==> config.mk <==
export PLATFORM = sky130hd
export DESIGN_NAME = serial_frame_deframer_checksum_flat
export DESIGN_NICKNAME = d
export VERILOG_FILES = /design/src/hdl/sfd_pkg.sv /design/src/hdl/sfd_rx_if.sv /design/src/hdl/sfd_res_if.sv /design/src/hdl/serial_frame_deframer_checksum.sv /design/src/flat_wrapper.sv
export VERILOG_INCLUDE_DIRS = /design/src /design/src/hdl
export SDC_FILE = /design/constraint.sdc
export NUM_CORES = 1
export LEC_CHECK = 0
export BUFFER_PORTS_ARGS = -buffer_cell sky130_fd_sc_hd__buf_2
export CAP_MARGIN = 0
export CORE_UTILIZATION = 35
export CTS_CLUSTER_DIAMETER = 100
export DETAILED_ROUTE_END_ITERATION = 6
export PLACE_DENSITY = 0.51
export SLEW_MARGIN = 20
export SYNTH_ARGS = -nofsm -noshare
export SYNTH_HDL_FRONTEND = slang
export SYNTH_SLANG_ARGS = --single-unit
export TNS_END_PERCENT = 100
==> constraint.sdc <==
create_clock -name clk_i -period 7.16 [get_ports clk_i]
set_input_delay 1.074 -clock clk_i [delete_from_list [all_inputs] [get_ports clk_i]]
set_output_delay 1.074 -clock clk_i [all_outputs]
set_load 0.1 [all_outputs]
==> src/hdl/serial_frame_deframer_checksum_defines.svh <==
// -----------------------------------------------------------------------------
// Serial frame deframer: assertion macros
// Concurrent assertion wrappers, empty when SYNTHESIS is defined.
// -----------------------------------------------------------------------------
`ifndef SERIAL_FRAME_DEFRAMER_CHECKSUM_DEFINES_SVH
`define SERIAL_FRAME_DEFRAMER_CHECKSUM_DEFINES_SVH

`ifndef SYNTHESIS
`define SFDC_ASSERT(label, clk, rst_n, prop, msg) \
  label: assert property (@(posedge clk) disable iff (!rst_n) prop) else $error(msg);
`define SFDC_ASSERT_ALWAYS(label, clk, prop, msg) \
  label: assert property (@(posedge clk) prop) else $error(msg);
`else
`define SFDC_ASSERT(label, clk, rst_n, prop, msg)
`define SFDC_ASSERT_ALWAYS(label, clk, prop, msg)
`endif

`endif

==> src/hdl/sfd_pkg.sv <==
// -----------------------------------------------------------------------------
// Serial frame deframer: package
// Types, codes and the known-command decode shared by the deframer files.
// -----------------------------------------------------------------------------
package sfd_pkg;

  localparam int unsigned ByteW   = 8;
  localparam int unsigned RoleW   = 4;
  localparam int unsigned StatusW = 3;
  localparam int unsigned PosW    = 9;
  localparam int unsigned CfgIdxW = 2;

  localparam logic [ByteW-1:0] MinLength    = 8'd4;
  localparam logic [ByteW-1:0] HdrFirstRst  = 8'h55;
  localparam logic [ByteW-1:0] HdrSecondRst = 8'hAA;
  localparam logic [ByteW-1:0] EndMarkRst   = 8'hEE;

  typedef enum logic [3:0] {
    PH_HDR1  = 4'd0,
    PH_HDR2  = 4'd1,
    PH_LEN   = 4'd2,
    PH_CMD   = 4'd3,
    PH_FUNC  = 4'd4,
    PH_CHAN  = 4'd5,
    PH_PARAM = 4'd6,
    PH_CSUM  = 4'd7,
    PH_END   = 4'd8
  } phase_e;

  typedef enum logic [RoleW-1:0] {
    ROLE_HDR1    = 4'd0,
    ROLE_HDR2    = 4'd1,
    ROLE_LEN     = 4'd2,
    ROLE_CMD     = 4'd3,
    ROLE_FUNC    = 4'd4,
    ROLE_CHAN    = 4'd5,
    ROLE_PARAM   = 4'd6,
    ROLE_CSUM    = 4'd7,
    ROLE_END     = 4'd8,
    ROLE_DISCARD = 4'd9
  } role_e;

  typedef enum logic [StatusW-1:0] {
    ST_BUSY     = 3'd0,
    ST_ACCEPT   = 3'd1,
    ST_FORMAT   = 3'd2,
    ST_CHECKSUM = 3'd3,
    ST_UNKNOWN  = 3'd4
  } status_e;

  typedef enum logic [CfgIdxW-1:0] {
    CFG_HDR1 = 2'd0,
    CFG_HDR2 = 2'd1,
    CFG_END  = 2'd2
  } cfg_idx_e;

  function automatic logic cmd_known(input logic [ByteW-1:0] c);
    cmd_known = (c >= 8'h01 && c <= 8'h09) || c == 8'h10 || c == 8'h11 || c == 8'hFF;
  endfunction

endpackage

==> src/hdl/sfd_rx_if.sv <==
// -----------------------------------------------------------------------------
// Serial frame deframer: receive byte channel
// Valid/ready channel carrying one received byte per beat.
// -----------------------------------------------------------------------------
interface sfd_rx_if;
  import sfd_pkg::*;

  logic             valid;
  logic             ready;
  logic [ByteW-1:0] rx_byte;

  modport source (output valid, output rx_byte, input ready);
  modport sink   (input valid, input rx_byte, output ready);
endinterface

==> src/hdl/sfd_res_if.sv <==
// -----------------------------------------------------------------------------
// Serial frame deframer: result channel
// Valid/ready channel carrying one tagged byte and frame status per beat.
// -----------------------------------------------------------------------------
interface sfd_res_if;
  import sfd_pkg::*;

  logic               valid;
  logic               ready;
  logic [ByteW-1:0]   byte_value;
  logic [RoleW-1:0]   byte_role;
  logic [ByteW-1:0]   param_index;
  logic               frame_done;
  logic [StatusW-1:0] frame_status;

  modport source (output valid, output byte_value, output byte_role, output param_index,
                  output frame_done, output frame_status, input ready);
  modport sink   (input valid, input byte_value, input byte_role, input param_index,
                  input frame_done, input frame_status, output ready);
endinterface

==> src/hdl/serial_frame_deframer_checksum.sv <==
// Each accepted byte's result beat is registered in the output register.
// Throughput: one byte per cycle while results are taken; the parser state and the
// output register both advance on every accepted beat, and a full output register is
// refilled in the same cycle that it is taken. Reset: parser hunts the first header
// byte, output empty, header and end-marker registers take their default values.
// -----------------------------------------------------------------------------
// Serial frame deframer with additive checksum
// Tags each received byte with its role and reports frame status on the last.
// -----------------------------------------------------------------------------
`include "serial_frame_deframer_checksum_defines.svh"

module serial_frame_deframer_checksum (
  input  logic                          clk_i,
  input  logic                          rst_ni,
  sfd_rx_if.sink                        rx_i,
  sfd_res_if.source                     res_o,
  input  logic                          cfg_we_i,
  input  logic [sfd_pkg::CfgIdxW-1:0]   cfg_idx_i,
  input  logic [sfd_pkg::ByteW-1:0]     cfg_data_i
);
  import sfd_pkg::*;

  logic [ByteW-1:0]   hdr1_q, hdr2_q, endm_q;
  phase_e             phase_q, phase_d;
  logic [ByteW-1:0]   len_q, len_d;
  logic [PosW-1:0]    pos_q, pos_d;
  logic [ByteW-1:0]   sum_q, sum_d;
  logic               known_q, known_d;
  logic               match_q, match_d;

  logic               out_valid_q;
  logic [ByteW-1:0]   out_byte_q;
  role_e              out_role_q, role_d;
  logic [ByteW-1:0]   out_pidx_q, pidx_d;
  logic               out_done_q, done_d;
  status_e            out_status_q, status_d;

  logic               in_beat;
  logic [ByteW-1:0]   b;
  logic [PosW-1:0]    pos_inc;

  assign in_beat    = rx_i.valid && rx_i.ready;
  assign rx_i.ready = !out_valid_q || res_o.ready;
  assign b          = rx_i.rx_byte;
  assign pos_inc    = pos_q + PosW'(1);

  always_ff @(posedge clk_i or negedge rst_ni) begin
    if (!rst_ni) begin
      hdr1_q <= HdrFirstRst;
      hdr2_q <= HdrSecondRst;
      endm_q <= EndMarkRst;
    end else if (cfg_we_i) begin
      unique case (cfg_idx_i)
        CFG_HDR1: hdr1_q <= cfg_data_i;
        CFG_HDR2: hdr2_q <= cfg_data_i;
        CFG_END:  endm_q <= cfg_data_i;
        default: ;
      endcase
    end
  end

  always_comb begin
    phase_d  = phase_q;
    len_d    = len_q;
    pos_d    = pos_q;
    sum_d    = sum_q;
    known_d  = known_q;
    match_d  = match_q;
    role_d   = ROLE_DISCARD;
    pidx_d   = '0;
    done_d   = 1'b0;
    status_d = ST_BUSY;
    unique case (phase_q)
      PH_HDR2: begin
        if (b == hdr2_q) begin
          role_d  = ROLE_HDR2;
          phase_d = PH_LEN;
        end else begin
          done_d   = 1'b1;
          status_d = ST_FORMAT;
          phase_d  = PH_HDR1;
        end
      end
      PH_LEN: begin
        role_d = ROLE_LEN;
        len_d  = b;
        sum_d  = b;
        pos_d  = '0;
        if (b < MinLength) begin
          done_d   = 1'b1;
          status_d = ST_FORMAT;
          phase_d  = PH_HDR1;
        end else begin
          phase_d = PH_CMD;
        end
      end
      PH_CMD: begin
        role_d  = ROLE_CMD;
        known_d = cmd_known(b);
        sum_d   = sum_q + b;
        phase_d = PH_FUNC;
      end
      PH_FUNC: begin
        role_d  = ROLE_FUNC;
        sum_d   = sum_q + b;
        phase_d = PH_CHAN;
      end
      PH_CHAN: begin
        role_d  = ROLE_CHAN;
        sum_d   = sum_q + b;
        pos_d   = '0;
        phase_d = (len_q == MinLength) ? PH_CSUM : PH_PARAM;
      end
      PH_PARAM: begin
        role_d = ROLE_PARAM;
        pidx_d = pos_q[ByteW-1:0];
        sum_d  = sum_q + b;
        pos_d  = pos_inc;
        if (pos_inc >= {1'b0, len_q - MinLength}) begin
          phase_d = PH_CSUM;
        end
      end
      PH_CSUM: begin
        role_d  = ROLE_CSUM;
        match_d = (b == sum_q);
        phase_d = PH_END;
      end
      PH_END: begin
        role_d  = ROLE_END;
        done_d  = 1'b1;
        phase_d = PH_HDR1;
        priority if (b != endm_q) begin
          status_d = ST_FORMAT;
        end else if (!match_q) begin
          status_d = ST_CHECKSUM;
        end else if (!known_q) begin
          status_d = ST_UNKNOWN;
        end else begin
          status_d = ST_ACCEPT;
        end
      end
      default: begin
        if (b == hdr1_q) begin
          role_d  = ROLE_HDR1;
          phase_d = PH_HDR2;
        end else begin
          phase_d = PH_HDR1;
        end
      end
    endcase
  end

  always_ff @(posedge clk_i or negedge rst_ni) begin
    if (!rst_ni) begin
      phase_q <= PH_HDR1;
      len_q   <= '0;
      pos_q   <= '0;
      sum_q   <= '0;
      known_q <= 1'b0;
      match_q <= 1'b0;
    end else if (in_beat) begin
      phase_q <= phase_d;
      len_q   <= len_d;
      pos_q   <= pos_d;
      sum_q   <= sum_d;
      known_q <= known_d;
      match_q <= match_d;
    end
  end

  always_ff @(posedge clk_i or negedge rst_ni) begin
    if (!rst_ni) begin
      out_valid_q <= 1'b0;
    end else if (rx_i.ready) begin
      out_valid_q <= rx_i.valid;
    end
  end

  always_ff @(posedge clk_i) begin
    if (in_beat) begin
      out_byte_q   <= b;
      out_role_q   <= role_d;
      out_pidx_q   <= pidx_d;
      out_done_q   <= done_d;
      out_status_q <= status_d;
    end
  end

  assign res_o.valid        = out_valid_q;
  assign res_o.byte_value   = out_byte_q;
  assign res_o.byte_role    = out_role_q;
  assign res_o.param_index  = out_pidx_q;
  assign res_o.frame_done   = out_done_q;
  assign res_o.frame_status = out_status_q;

  `SFDC_ASSERT(a_end_closes_frame, clk_i, rst_ni,
    (in_beat && phase_q == PH_END) |=> (out_valid_q && out_done_q && phase_q == PH_HDR1),
    "end-marker beat did not close the frame")
  `SFDC_ASSERT(a_param_exit, clk_i, rst_ni,
    (in_beat && phase_q == PH_PARAM) |=> (phase_q == PH_PARAM || phase_q == PH_CSUM),
    "parameter phase left to an unexpected phase")
  `SFDC_ASSERT(a_ready_when_empty, clk_i, rst_ni,
    !out_valid_q |-> rx_i.ready,
    "receive side stalled with an empty output register")
  `SFDC_ASSERT(a_status_on_done, clk_i, rst_ni,
    out_valid_q |-> (out_done_q == (out_status_q != ST_BUSY)),
    "frame status disagrees with frame done")

endmodule
==> src/flat_wrapper.sv <==
// flat-port wrapper written by rule: the top's interface ports become plain ports
module serial_frame_deframer_checksum_flat import sfd_pkg::*;
  (clk_i, rst_ni, cfg_we_i, cfg_idx_i, cfg_data_i, rx_i_valid, rx_i_rx_byte, rx_i_ready, res_o_valid, res_o_byte_value, res_o_byte_role, res_o_param_index, res_o_frame_done, res_o_frame_status, res_o_ready);
  sfd_rx_if rx_i_i ();
  sfd_res_if res_o_i ();
  input  logic clk_i;
  input  logic rst_ni;
  input  logic cfg_we_i;
  input  logic [sfd_pkg::CfgIdxW-1:0] cfg_idx_i;
  input  logic [sfd_pkg::ByteW-1:0] cfg_data_i;
  input wire logic [$bits(rx_i_i.valid)-1:0] rx_i_valid;
  input wire logic [$bits(rx_i_i.rx_byte)-1:0] rx_i_rx_byte;
  output wire logic [$bits(rx_i_i.ready)-1:0] rx_i_ready;
  output wire logic [$bits(res_o_i.valid)-1:0] res_o_valid;
  output wire logic [$bits(res_o_i.byte_value)-1:0] res_o_byte_value;
  output wire logic [$bits(res_o_i.byte_role)-1:0] res_o_byte_role;
  output wire logic [$bits(res_o_i.param_index)-1:0] res_o_param_index;
  output wire logic [$bits(res_o_i.frame_done)-1:0] res_o_frame_done;
  output wire logic [$bits(res_o_i.frame_status)-1:0] res_o_frame_status;
  input wire logic [$bits(res_o_i.ready)-1:0] res_o_ready;
  assign rx_i_i.valid = rx_i_valid;
  assign rx_i_i.rx_byte = rx_i_rx_byte;
  assign rx_i_ready = rx_i_i.ready;
  assign res_o_valid = res_o_i.valid;
  assign res_o_byte_value = res_o_i.byte_value;
  assign res_o_byte_role = res_o_i.byte_role;
  assign res_o_param_index = res_o_i.param_index;
  assign res_o_frame_done = res_o_i.frame_done;
  assign res_o_frame_status = res_o_i.frame_status;
  assign res_o_i.ready = res_o_ready;
  serial_frame_deframer_checksum u_core (.clk_i(clk_i), .rst_ni(rst_ni), .rx_i(rx_i_i), .res_o(res_o_i), .cfg_we_i(cfg_we_i), .cfg_idx_i(cfg_idx_i), .cfg_data_i(cfg_data_i));
endmodule
Word level (Yosys, flattened, before mapping) --
Cells that the tools add are included.
Cells by class: $add $sub $neg 3, order comparisons 4, eq/ne operators 19, muxes and demuxes 20, reductions and logical operators 21
Operators by type and width (count):
- 4-bit case mux with 8 select lines | 2
- 8-bit == test | 3
- 9-bit case mux with 2 select lines | 1
- 2-bit AND reduction | 9
- 4-bit by 3-bit == test with 1-bit output, second input constant | 4
- 8-bit by 5-bit == test with 1-bit output, second input constant | 2
- 8-bit case mux with 2 select lines | 1
- 4-bit 2-to-1 mux | 3
- 9-bit by 1-bit adder with 9-bit output, second input constant | 1
- 9-bit by 8-bit greater-or-equal comparator with 1-bit output | 1
- 3-bit 2-to-1 mux | 3
- 3-bit case mux with 3 select lines | 1
- 8-bit adder | 1
- 4-bit by 2-bit == test with 1-bit output, second input constant | 2
- 8-bit by 3-bit == test with 1-bit output, second input constant | 1
- 8-bit == test, second input constant | 1
- 8-bit by 1-bit greater-or-equal comparator with 1-bit output, second input constant | 1
- 8-bit by 4-bit less-or-equal comparator with 1-bit output, second input constant | 1
- 8-bit by 3-bit < comparator with 1-bit output, second input constant | 1
- 2-bit 2-to-1 mux | 4
- 8-bit inequality test | 1
- 8-bit by 3-bit subtractor with 8-bit output, second input constant | 1
- 4-bit by 1-bit == test with 1-bit output, second input constant | 1
- 4-bit == test, second input constant | 1
- 12 further kinds | 20
Word-level totals: flip-flop bits (word level) 80, input port bits 23, output and inout port bits 26, word-level logic and storage cells 82

Depth between registers and ports, before layout --
depth after elaboration 5, gate-level depth with buffers 10, gate-level depth less buffers 10

Worst setup path after synthesis --
OpenSTA, ideal clock, no wires.
path type reg-to-reg, start register u_core.out_valid_q (netlist: u_core.res_o.valid), end register u_core.pos_q[5], setup time 0.096 ns, data arrival time 3.569 ns, data required time 7.064 ns, slack 3.495 ns, cell stages (with the launch flop) 8, path buffers 1, period minus slack after synthesis 3.665 ns, cells stage by stage dfrtp_1 > nand2b_1 > nand2_2 > clkinv_1 > nand3_1 > buf_2 > o21ai_0 > o31ai_1
Between the ends: cells in the longest elaborated chain, start to end 4
RTL lines:
- start: declaration | RTL line serial_frame_deframer_checksum.sv:31 | logic out_valid_q;
- start signal: assignment | RTL line serial_frame_deframer_checksum.sv:175 | out_valid_q <= rx_i.valid;
- 1-bit logical NOT | RTL line serial_frame_deframer_checksum.sv:43 | assign rx_i.ready = !out_valid_q || res_o.ready;
- 1-bit logical OR | RTL line serial_frame_deframer_checksum.sv:43
- net rx_i_ready | RTL line flat_wrapper.sv:13 | output wire logic [$bits(rx_i_i.ready)-1:0] rx_i_ready;
- 1-bit logical AND | RTL line serial_frame_deframer_checksum.sv:42 | assign in_beat = rx_i.valid && rx_i.ready;
- net u_core.in_beat | RTL line serial_frame_deframer_checksum.sv:38 | logic in_beat;
- 2-bit AND reduction (no line)
- end signal: assignment | RTL line serial_frame_deframer_checksum.sv:164 | pos_q <= pos_d;
- end: declaration | RTL line serial_frame_deframer_checksum.sv:26 | logic [PosW-1:0] pos_q, pos_d;
The timed path passes the listed nets, and every way through them passes these cells. A chain may end at the register's enable or synchronous reset.

Worst setup path in the final report --
start input port res_o_ready, end output port rx_i_ready
Between the ends: cells in the longest elaborated chain, start to end 1
RTL lines:
- start: declaration | RTL line flat_wrapper.sv:20 | input wire logic [$bits(res_o_i.ready)-1:0] res_o_ready;
- 1-bit logical OR | RTL line serial_frame_deframer_checksum.sv:43
- end: declaration | RTL line flat_wrapper.sv:13
Every way passes these cells.

==> summary.md <==
| Metric | Value |
|---|---|
| Global-route wire length before repair | `roughly 16 mm` |
| GRT Total Usage | `between 10% and 20%` |
| Placement Setup Slack | `about 4200 ps` |
| Levels on crit path | `3` |
| Synth warn | `0` |
| Fin. max-slew vios | `0` |
| Die ar. | `~13000 sq um` |
| Avg Vias per Cell | `around 5.0` |
| Final Hold Vio Count | `0` |
| Slowest stage cell, crit path | `buf_2` |
| Reg2Reg Depth | `10` |
| Setup TNS | `0 ps` |
| Routed wire length | `9.55 mm` |
| Post-Syn Instances | `401` |
| CP peak stage delay | `roughly 440 ps` |
| CTS tree | `done` |
| CP Capture Type | `output port` |
| Clock Pin Slew Worst Setup and Hold Paths | `~60 ps` |
| Worst-Skew Late Latency | `about 340 ps` |
| Synthesized Nets | `443` |
| # resized after CTS | `0` |
| Relative slew margins | `about half` |
| Port Buffers | `48` |
| Worst endpoint required time | `around 6100 ps` |
| Area Growth Syn to Fin | `15.6%` |
| CTS Sinks | `80` |
| Ranking of synthesized cells by area | `dfrtp_1 24%, edfxtp_1 17%, dfstp_2 8.5%, mux2_2 6.7%, xnor2_1 5.7%` |
| Total leakage power | `between 2 and 2.5 nW` |
| Yosys top cell by area | `dfrtp_1` |
| Post-synthesis sequential area ratio | `around half` |
| Router iterations before antenna repair | `4` |
| Cts hold-fix bufs | `0` |
| Most instantiated library cell after synthesis | `dfrtp_1` |
| Io pins | `49` |
| Max Freq | `about 360 MHz` |
| Diode count | `0` |
| Share of the synthesized area in the top cell type | `24.2%` |
| Initial antenna violation count | `0` |
| Site Rows | `40` |
| Crit path kind | `input pin to output port` |
| Final ANT Viol Nets | `0` |
| DR vias | `approximately 3100` |
| Setup violators final | `0` |
| Number of buffers created by CTS | `9` |
| Buffer levels on the longest clock path | `2` |
| RSZ-0062 raised after global routing | `false` |
| Placed cell areas | `between 4000 and 5000 sq um` |
| Hold WC Path Type | `flop to flop` |
| DRC violations left | `0` |
| VDD IR max | `~0.00022 V` |
| Root buf cell | `clkbuf_16` |
| Crit path buffers/inverters | `2` |
| Top cells by count, synth | `42 x dfrtp_1, 38 x nand2_1, 28 x xnor2_1, 26 x mux2_2` |
| Clk_skew | `about 3.6 ps` |
| CP most frequent cell | `buf_2` |
| Largest net degree at the start of global routing | `57` |
| Synth Flop Type | `dfrtp_1` |
| H-tree depth | `3` |
| WL/cell | `around 15 um` |
| Final Cell Area | `approximately 5000 sq um` |
| CP cell instances | `buf_2 > nand2b_1 > buf_2` |
| Final period util | `between 30% and 40%` |
| CP Launch Type | `input pin` |
| Mapped Area | `4340 sq um` |
| FILL cells | `1181` |
| FF-to-FF Start | `u_core.pos_q[0]` |
| Power Dens Cells | `about 360 nW/um^2` |
| Die X-Extent | `between 100 and 150 um` |
| Status | `finished, final reports clean` |
| Ys async rst share | `about 70%` |
| Max Cap Violations | `0` |
| Die Height | `113 um` |
| Core footprint | `12100 sq um` |
| Nets | `a little under 500` |
| Hpwl dp | `slightly below 7 mm` |
| Tightest Pin Transition | `734 ps` |
| Postcts setup bufs | `0` |
| Total gr overflow | `0` |
| Layout cells sized above 1 | `approximately a quarter` |
| Vias in the first global route | `around 3100` |
| Arrival time of the worst setup path | `1740 ps` |
| Worst R2R End | `u_core.phase_q[2]` |
| CP endpoint | `rx_i_ready` |
| Critical path's top delay family | `buffers and inverters` |
| Critical path peak fanout | `3` |
| Number of synthesized flops with an enable pin | `24` |
| #FFs+latches synth | `80` |
| Initial core utilization | `a little over a third` |
| Netlist cell types | `56` |
| Reg-to-reg slack, setup | `about 4400 ps` |
| Period minus WS final | `around 2800 ps` |
| Initial DRC count | `approximately 130` |
| Worst Setup SP | `res_o_ready` |
| Final setup margin | `between 4000 and 5000 ps` |
| Syn Area/Cell | `10.8 sq um` |
| Routability Congestion | `0.821` |
-- per-stage QoR --
stage	power [mW]	hold slack (ps)	util, %	std cells
after global routing	1.94	537	41.6	619
after global placement	1.34	495	39.0	603
after detailed placement	1.35	501	39.0	603
after CTS	1.83	515	41.6	619
final	1.81	508	41.6	619
after floorplan	1.21	473	-	401
-- kinds of logic (layout without fill, tap and decap cells) --
family	Yosys count	count (layout)	share of synthesized area, %
AO/OA/AOI/OAI	72	72	10.2
XOR/XNOR	42	42	8.48
adder cells (fa/ha/maj)	19	19	5.65
buffers and inverters	31	81	3.60
flip-flops	80	80	49.3
multiplexers	28	28	7.21
AND/OR/NAND/NOR	129	129	15.6
-- report_power, final --
part	total (mW)	internal, mW	switching [mW]
clock network	0.466	0.286	0.179
logic	0.661	0.252	0.409
registers	0.685	0.590	0.0955
total	1.81	1.13	0.684
-- state kept, by name (all words and copies together) (netlist names), 8 cells and up --
signal	cells
u_core.pos_q	9
u_core.res_o.param_index	8
u_core.len_q	8
u_core.endm_q	8
u_core.sum_q	8
u_core.hdr2_q	8
u_core.hdr1_q	8
u_core.res_o.byte_value	8
-- cell usage in the layout, fill, tap and decap left out, types with 2 or more instances in the layout --
| cell | n |
|---|---|
| o211ai_1 | 2 |
| inv_1 | 13 |
| and2_1 | 9 |
| and3_1 | 3 |
| nor2_1 | 21 |
| nand3_1 | 11 |
| a22oi_1 | 2 |
| clkinv_1 | 2 |
| nand2_1 | 38 |
| o21bai_1 | 2 |
| nand3b_1 | 2 |
| o22ai_1 | 4 |
| o31ai_1 | 3 |
| buf_2 | 48 |
| edfxtp_1 | 24 |
| nand3_2 | 2 |
| a21o_1 | 4 |
| mux2_2 | 26 |
| nor4_1 | 6 |
| clkbuf_16 | 10 |
| xor2_1 | 14 |
| dfstp_2 | 14 |
| clkbuf_8 | 3 |
| mux2i_1 | 2 |
| or3_1 | 2 |
| nor3_1 | 9 |
| dfrtp_1 | 42 |
| a21oi_1 | 22 |
| o21ai_0 | 24 |
| xnor2_1 | 28 |
| buf_4 | 2 |
| nand2b_1 | 6 |
| nand4_1 | 8 |
| ha_1 | 18 |
-- final cells by class --
class | instances | area, sq um | share of cell area (%)
Sequential cell | 80 | 2140 | 42.6
Multi-Input combinational cell | 290 | 2040 | 40.7
Clock buffer | 14 | 295 | 5.88
Timing Repair Buffer | 50 | 255 | 5.09
Tap cell | 168 | 210 | 4.19
Inverter | 15 | 56.3 | 1.12
Clock inverter | 2 | 17.5 | 0.349
-- layer usage --
metal / global-route usage, % / wire [um] / vias to the layer above
met2: 27.2 / 4580 / 57
met4: 5.96 / 170 / 0
met3: 4.07 / 344 / 12
met5: 0 / 0 / -
li1: - / - / 1517
met1: 20.5 / 4450 / 1489
-- how the worst min path moves through the flow --
stage | slack, ps | to | from | cells after the start
4_1_cts | 510 | u_core.pos_q[8] | u_core.pos_q[8] | 1
5_1_grt | 540 | u_core.pos_q[8] | u_core.pos_q[8] | 1
3_3_place_gp | 490 | u_core.pos_q[8] | u_core.pos_q[8] | 1
6_report | 510 | u_core.pos_q[8] | u_core.pos_q[8] | 1
2_1_floorplan | 470 | u_core.pos_q[8] | u_core.pos_q[8] | 1
3_5_place_dp | 500 | u_core.pos_q[8] | u_core.pos_q[8] | 1
-- worst reg2reg max path, cell delays in order (launching register included) --
cell and delay, ps:
dfrtp_1 480, ha_1 310, nand3_2 140, nor2_4 190
xor2_1 100, ha_1 330, nand4_1 140, a21oi_1 140
o21ai_0 120, a31oi_2 340, mux2_2 370
(Power assumes the default switching activity.)
